### config.mk
export PLATFORM = sky130hd
export DESIGN_NAME = lzwd_ctrl
export DESIGN_NICKNAME = d
export VERILOG_FILES = /design/src/rtl/lzwd_pkg.sv /design/src/rtl/lzwd_ctrl.sv
export SDC_FILE = /design/constraint.sdc
export NUM_CORES = 1
export LEC_CHECK = 0
export BUFFER_PORTS_ARGS = -buffer_cell sky130_fd_sc_hd__buf_2
export CAP_MARGIN = 30
export CORE_AREA = 4 4 41 43
export CTS_BUF_LIST = sky130_fd_sc_hd__clkbuf_4 sky130_fd_sc_hd__clkbuf_8
export CTS_CLUSTER_SIZE = 25
export DETAILED_ROUTE_END_ITERATION = 12
export DIE_AREA = 0 0 45 47
export SLEW_MARGIN = 10
export SYNTH_ARGS = -nofsm -noshare
export SYNTH_HDL_FRONTEND = slang
export SYNTH_SLANG_ARGS = --single-unit
### constraint.sdc
create_clock -name clk -period 1.4 [get_ports clk]
set_clock_uncertainty 0.1 [all_clocks]
set_input_delay 0.07 -clock clk [delete_from_list [all_inputs] [get_ports clk]]
set_output_delay 0.07 -clock clk [all_outputs]
set_load 0.02 [all_outputs]
### src/rtl/lzwd_pkg.sv
// ----------------------------------------------------------------------------
// LZW compressor package
// Request codes, fixed constants and controller/datapath interface structs.
// ----------------------------------------------------------------------------
package lzwd_pkg;

  // request type codes
  localparam logic [1:0] REQ_DATA   = 2'd0;
  localparam logic [1:0] REQ_END    = 2'd1;
  localparam logic [1:0] REQ_CLEAR  = 2'd2;
  localparam logic [1:0] REQ_IGNORE = 2'd3;

  // output code width and special codes
  localparam int unsigned OUT_W      = 12;
  localparam logic [15:0] END_CODE   = 16'd256;
  localparam logic [15:0] FIRST_FREE = 16'd257;

  // controller -> datapath commands
  typedef struct packed {
    logic first;     // first byte of a stream starts the string
    logic load;      // latch byte, start hash reduction
    logic hstep;     // one hash reduction step
    logic cmp;       // evaluate probed slot
    logic end_item;  // flush string and end code
    logic clr_start; // restart clearing sweep
    logic clr_step;  // clear one slot
  } cmd_t;

  // datapath -> controller status
  typedef struct packed {
    logic started;
    logic room;
    logic hash_last;
    logic more;
    logic clr_last;
  } sts_t;

endpackage

### src/rtl/lzwd_ctrl.sv
// ----------------------------------------------------------------------------
// LZW compressor controller
// Sequences clearing sweep, hash reduction and dictionary probing.
// ----------------------------------------------------------------------------
module lzwd_ctrl (
  input  logic          clk,
  input  logic          rst_n,
  input  logic          in_valid,
  output logic          in_ready,
  input  logic [1:0]    in_req_type,
  input  lzwd_pkg::sts_t sts,
  output lzwd_pkg::cmd_t cmd
);
  import lzwd_pkg::*;

  localparam logic [2:0] S_CLR  = 3'd0;
  localparam logic [2:0] S_IDLE = 3'd1;
  localparam logic [2:0] S_HASH = 3'd2;
  localparam logic [2:0] S_RD   = 3'd3;
  localparam logic [2:0] S_CMP  = 3'd4;

  logic [2:0] state_r, state_nxt;
  logic       acc;

  assign in_ready = (state_r == S_IDLE) && sts.room;
  assign acc      = in_valid && in_ready;

  // next state and commands
  always_comb begin
    state_nxt = state_r;
    cmd       = '0;
    unique case (state_r)
      S_CLR: begin
        cmd.clr_step = 1'b1;
        if (sts.clr_last) state_nxt = S_IDLE;
      end
      S_IDLE: begin
        if (acc) begin
          unique case (in_req_type)
            REQ_DATA: begin
              if (!sts.started) begin
                cmd.first = 1'b1;
              end else begin
                cmd.load  = 1'b1;
                state_nxt = S_HASH;
              end
            end
            REQ_END: cmd.end_item = 1'b1;
            REQ_CLEAR: begin
              cmd.clr_start = 1'b1;
              state_nxt     = S_CLR;
            end
            default: ;
          endcase
        end
      end
      S_HASH: begin
        cmd.hstep = 1'b1;
        if (sts.hash_last) state_nxt = S_RD;
      end
      S_RD: state_nxt = S_CMP;
      S_CMP: begin
        cmd.cmp   = 1'b1;
        state_nxt = sts.more ? S_RD : S_IDLE;
      end
      default: state_nxt = S_IDLE;
    endcase
  end

  // state register; reset starts the clearing sweep
  always_ff @(posedge clk) begin
    if (!rst_n) begin
      state_r <= S_CLR;
    end else begin
      state_r <= state_nxt;
    end
  end

endmodule

# Word level (Yosys, flattened, before mapping)
# Cells that the tools add are included.
[classes] add_sub_neg=0 multipliers=0 div_mod_pow=0 n_lt_le_gt_ge=0 eq_ne=11 n_shift=0 mux=19 n_bitwise=0 reduce_logical=5
[op_table] operator="$pmux 3 s5" count=1
[op_table] operator="$mux 2" count=6
[op_table] operator="$mux 3" count=4
[op_table] operator="$mux 1" count=7
[op_table] operator="$eq 3x2->1 const B" count=2
[op_table] operator="$ne 2x2->1 const B" count=3
[op_table] operator="$pmux 3 s2" count=1
[op_table] operator="$reduce_and 5->1" count=1
[op_table] operator="$eq 3x1->1 const B" count=1
[op_table] operator="$eq 3x3->1 const B" count=1
[op_table] operator="$logic_not 3->1" count=1
[op_table] operator="$ne 3x1->1 const B" count=1
[op_table] operator="$ne 3x3->1 const B" count=1
[op_table] operator="$eq 2x1->1 const B" count=1
[op_table] operator="$eq 2x2->1 const B" count=1
[op_table] operator="$logic_and 1x1->1" count=2
[op_table] operator="$logic_not 2->1" count=1
[totals] regBits=3 latchBits=0 mem_bits_rw=0 romBits=0 wordCells=36 n_memories=0

# Logic depth before layout (Yosys ltp)
[logic_depth] word_depth=5 ltp_mapped=5 depth_no_buf=4

# Worst setup path after synthesis
# Ideal clock, no wire load.
[synth_timing] path_kind="reg2out" startpoint="reg state_r[0]" endpoint="out cmd[6] (netlist bit)" t_arrival_ps=1448 t_required_ps=1230 slack_ps=-218 stages_incl_launch_ff=5 path_buffers=0 path_cell_list="dfxtp_1 > nor2b_2 > nand2b_1 > or3_4 > nor3_1"
[synth_lines] element="start, declared" line_no="lzwd_ctrl.sv:22" text="logic [2:0] state_r, state_nxt;"
[synth_lines] element="start signal, assigned" line_no="lzwd_ctrl.sv:75" text="state_r <= state_nxt;"
[synth_lines] element="end, declared" line_no="lzwd_ctrl.sv:12" text="output lzwd_pkg::cmd_t cmd"

==> flow_summary.ini <==
[run_status]
outcome = finished with violations
failed_checks = setup timing

[power_and_ir_drop]
total_power_uw = 441.2
peakVddDrop_mv = 0.6512
combinationalPowerShare = 0.398
switching_share = 0.2898
p_switching_uw = 127.9
p_clk_frac = 0.383
p_int_uw = 313.3
leakagePower_uw = 0.0002536
p_seq_frac = 0.220
p_per_area_nw_per_um2 = 801.4

[sta]
max_freq_ghz = 0.6058
slew_headroom = 0.8133
rsz0062_at_grt = yes
tightest_slew_ns = 0.2777
min_period_ns = 1.651
slew_violations = 0
setup_violations = 6
fin_ws_ns = -0.2506
hold_violations = 0
post-route-period-util = 1.179

[placed_design]
port_buffers = 17
dpl_cell_area_um2 = 410.4
hpwl_um = 581.8
place.gp.congestion = 0.6978

[setup_path]
crit_slowest_cell = or3_4
startpoint_type = flip-flop
crit_fanout = 3
r2r-start = state_r[0]
end_kind = output port
crit_arrival_ns = 1.48
path_cells = nor2b_4 -> nand2b_4 -> or3_4 -> nor3b_4 -> buf_6
slowest_delay_ns = 0.40
crit_required_ns = 1.23
path_delay_family = simple AND/OR/NAND/NOR gates
crit_start = state_r[0]
path_class = flip-flop to output port
cp.buffers_inverters = 1
reg2reg_slack_ns = -0.02

[floorplan]
start_util = 0.1952
die_x_um = 45
io_pins = 18
die_area_um2 = 2115
core_um2 = 1301
num_rows = 13
dieHeight_um = 47

[global_routing]
overflow = 0
grt_use_total = 0.07735
grt_max_degree = 9
grt_antenna_before_repair = 0
grt_pass1_wl_um = 1110
grt_pass1_vias = 279

[clocking]
insertion_delay_ns = 0.23
cts_root_buf = clkbuf_4
htree_levels = 1
cts_buffers = 3
path_clk_slew_ns = 0.04
numClockSinks = 3
clock_path_buffers = 2
cts_tree = built

[final_layout]
top_register = state_r
final.fill_count = 137
syn2layout_area_growth_pct = 116.7
largest_reg_flops = 3
antenna_cells = 0
finish.instance_area_um2 = 550.5
final_cell_mix = buf_2, buf_6, buf_4, nor2_1, clkbuf_4
mostFrequentLayoutCell = buf_2
reg_top3 = state_r (3)
drive_gt1_frac = 0.6774
nNetsFinal = 73
final_util = 0.4231

[synthesis]
syn_area_per_cell_um2 = 7.470
ys_seq_elements = 3
synth_fp_nets = 44
synth_simple_gate_area_frac = 0.4828
netlist_area_um2 = 254.0
ys_seq_area_frac = 0.2365
synth_top_family_by_area = simple AND/OR/NAND/NOR gates
synth.distinct_cells = 20
synth_cells = 34
synthMuxAreaShare = 0.07882
yosysWarnings = 0
synth_compound_area_frac = 0.1527
yosys.area_share.adder = 0
synth_xor_xnor_area_share = 0

[routing]
via_count = 336
drt-total-wl_um = 761
vias_per_cell = 4.364
ant_nets = 0
drt_pass1_iterations = 3
wl_per_cell_um = 9.883
drt_iter0_markers = 5
drc = 0

[flow_run]
cap_viol_max_count = 0

[min_path]
worstHoldPathType = primary input to flip-flop
worst_hold_startpoint = sts[2]
==> kinds of logic after synthesis <==
family / count (synthesis)
simple gates: 21
compound gates: 5
flops: 3
buf+inv: 3
mux: 2
==> through the flow <==
step / cells / hold WS (ns) / setup slack [ns] / TNS [ns]
floorplan: 34 / 0.07621 / -0.03877 / -0.08653
global placement: 69 / 0.2431 / -0.03804 / -0.06020
detailed placement: 69 / 0.2490 / -0.05071 / -0.07421
CTS: 75 / 0.08641 / -0.2661 / -0.8557
global route: 77 / 0.1141 / -0.3043 / -1.301
finish: 77 / 0.09525 / -0.2506 / -0.8238
==> cell type report <==
type	count	area, um2	share of cell area
Clock buffer	4	30.03	0.05455
Multi-Input combinational cell	28	236.5	0.4295
Sequential cell	3	62.56	0.1136
Tap cell	15	18.77	0.03409
Timing Repair Buffer	25	195.2	0.3545
Inverter	2	7.507	0.01364
==> cell usage after synthesis (all sizes together) <==
cell / n / share of area
nor2: 7 / 0.10
dfxtp: 3 / 0.24
a21boi: 2 / 0.059
and2: 2 / 0.049
inv: 2 / 0.030
mux2i: 2 / 0.079
nand2: 2 / 0.030
nor2b: 2 / 0.059
nor3: 2 / 0.039
nor3b: 2 / 0.079
a32o: 1 / 0.039
buf: 1 / 0.020
nand2b: 1 / 0.025
nor4: 1 / 0.025
o22ai: 1 / 0.025
o31ai: 1 / 0.030
or2b: 1 / 0.030
or3: 1 / 0.044
==> metal layers <==
metal,vias up,wire [um],GRT usage,share of wire
met5,-,0,0,0
met2,10,364,0.1045,0.48
met4,0,0,0.03509,0
li1,173,-,-,-
met1,153,332,0.08844,0.44
met3,0,64,0.06130,0.084
==> repair_timing <==
item	4_1_cts	5_1_grt
hold buffers	1	0
gates resized for setup	11	12
hold endpoints to repair	1	0
setup endpoints to repair	6	8
buffers inserted	1	2
cloned	0	0
pin swaps	3	6
==> worst min-delay path, stage by stage <==
cell and delay, ns:
buf_2 0.10, nor2_1 0.10, a32o_1 0.12
==> power by group through the flow <==
stage,sequential (uW),combinational (uW),clock [uW]
after detailed placement,98.0,133,0
after global routing,97.5,190,187
after global placement,98.0,132,0
final,96.9,175,169
after floorplan,100,82.0,0
after CTS,96.9,145,178
==> path summary, 6_finish.rpt <==
path / end / depth (start not counted)
setup / recovery: cmd[5] / 5
hold / removal: state_r[1] / 3
setup reg to reg: state_r[1] / 6
hold reg to reg: state_r[0] / 2
Power figures use the tool's default switching activity.
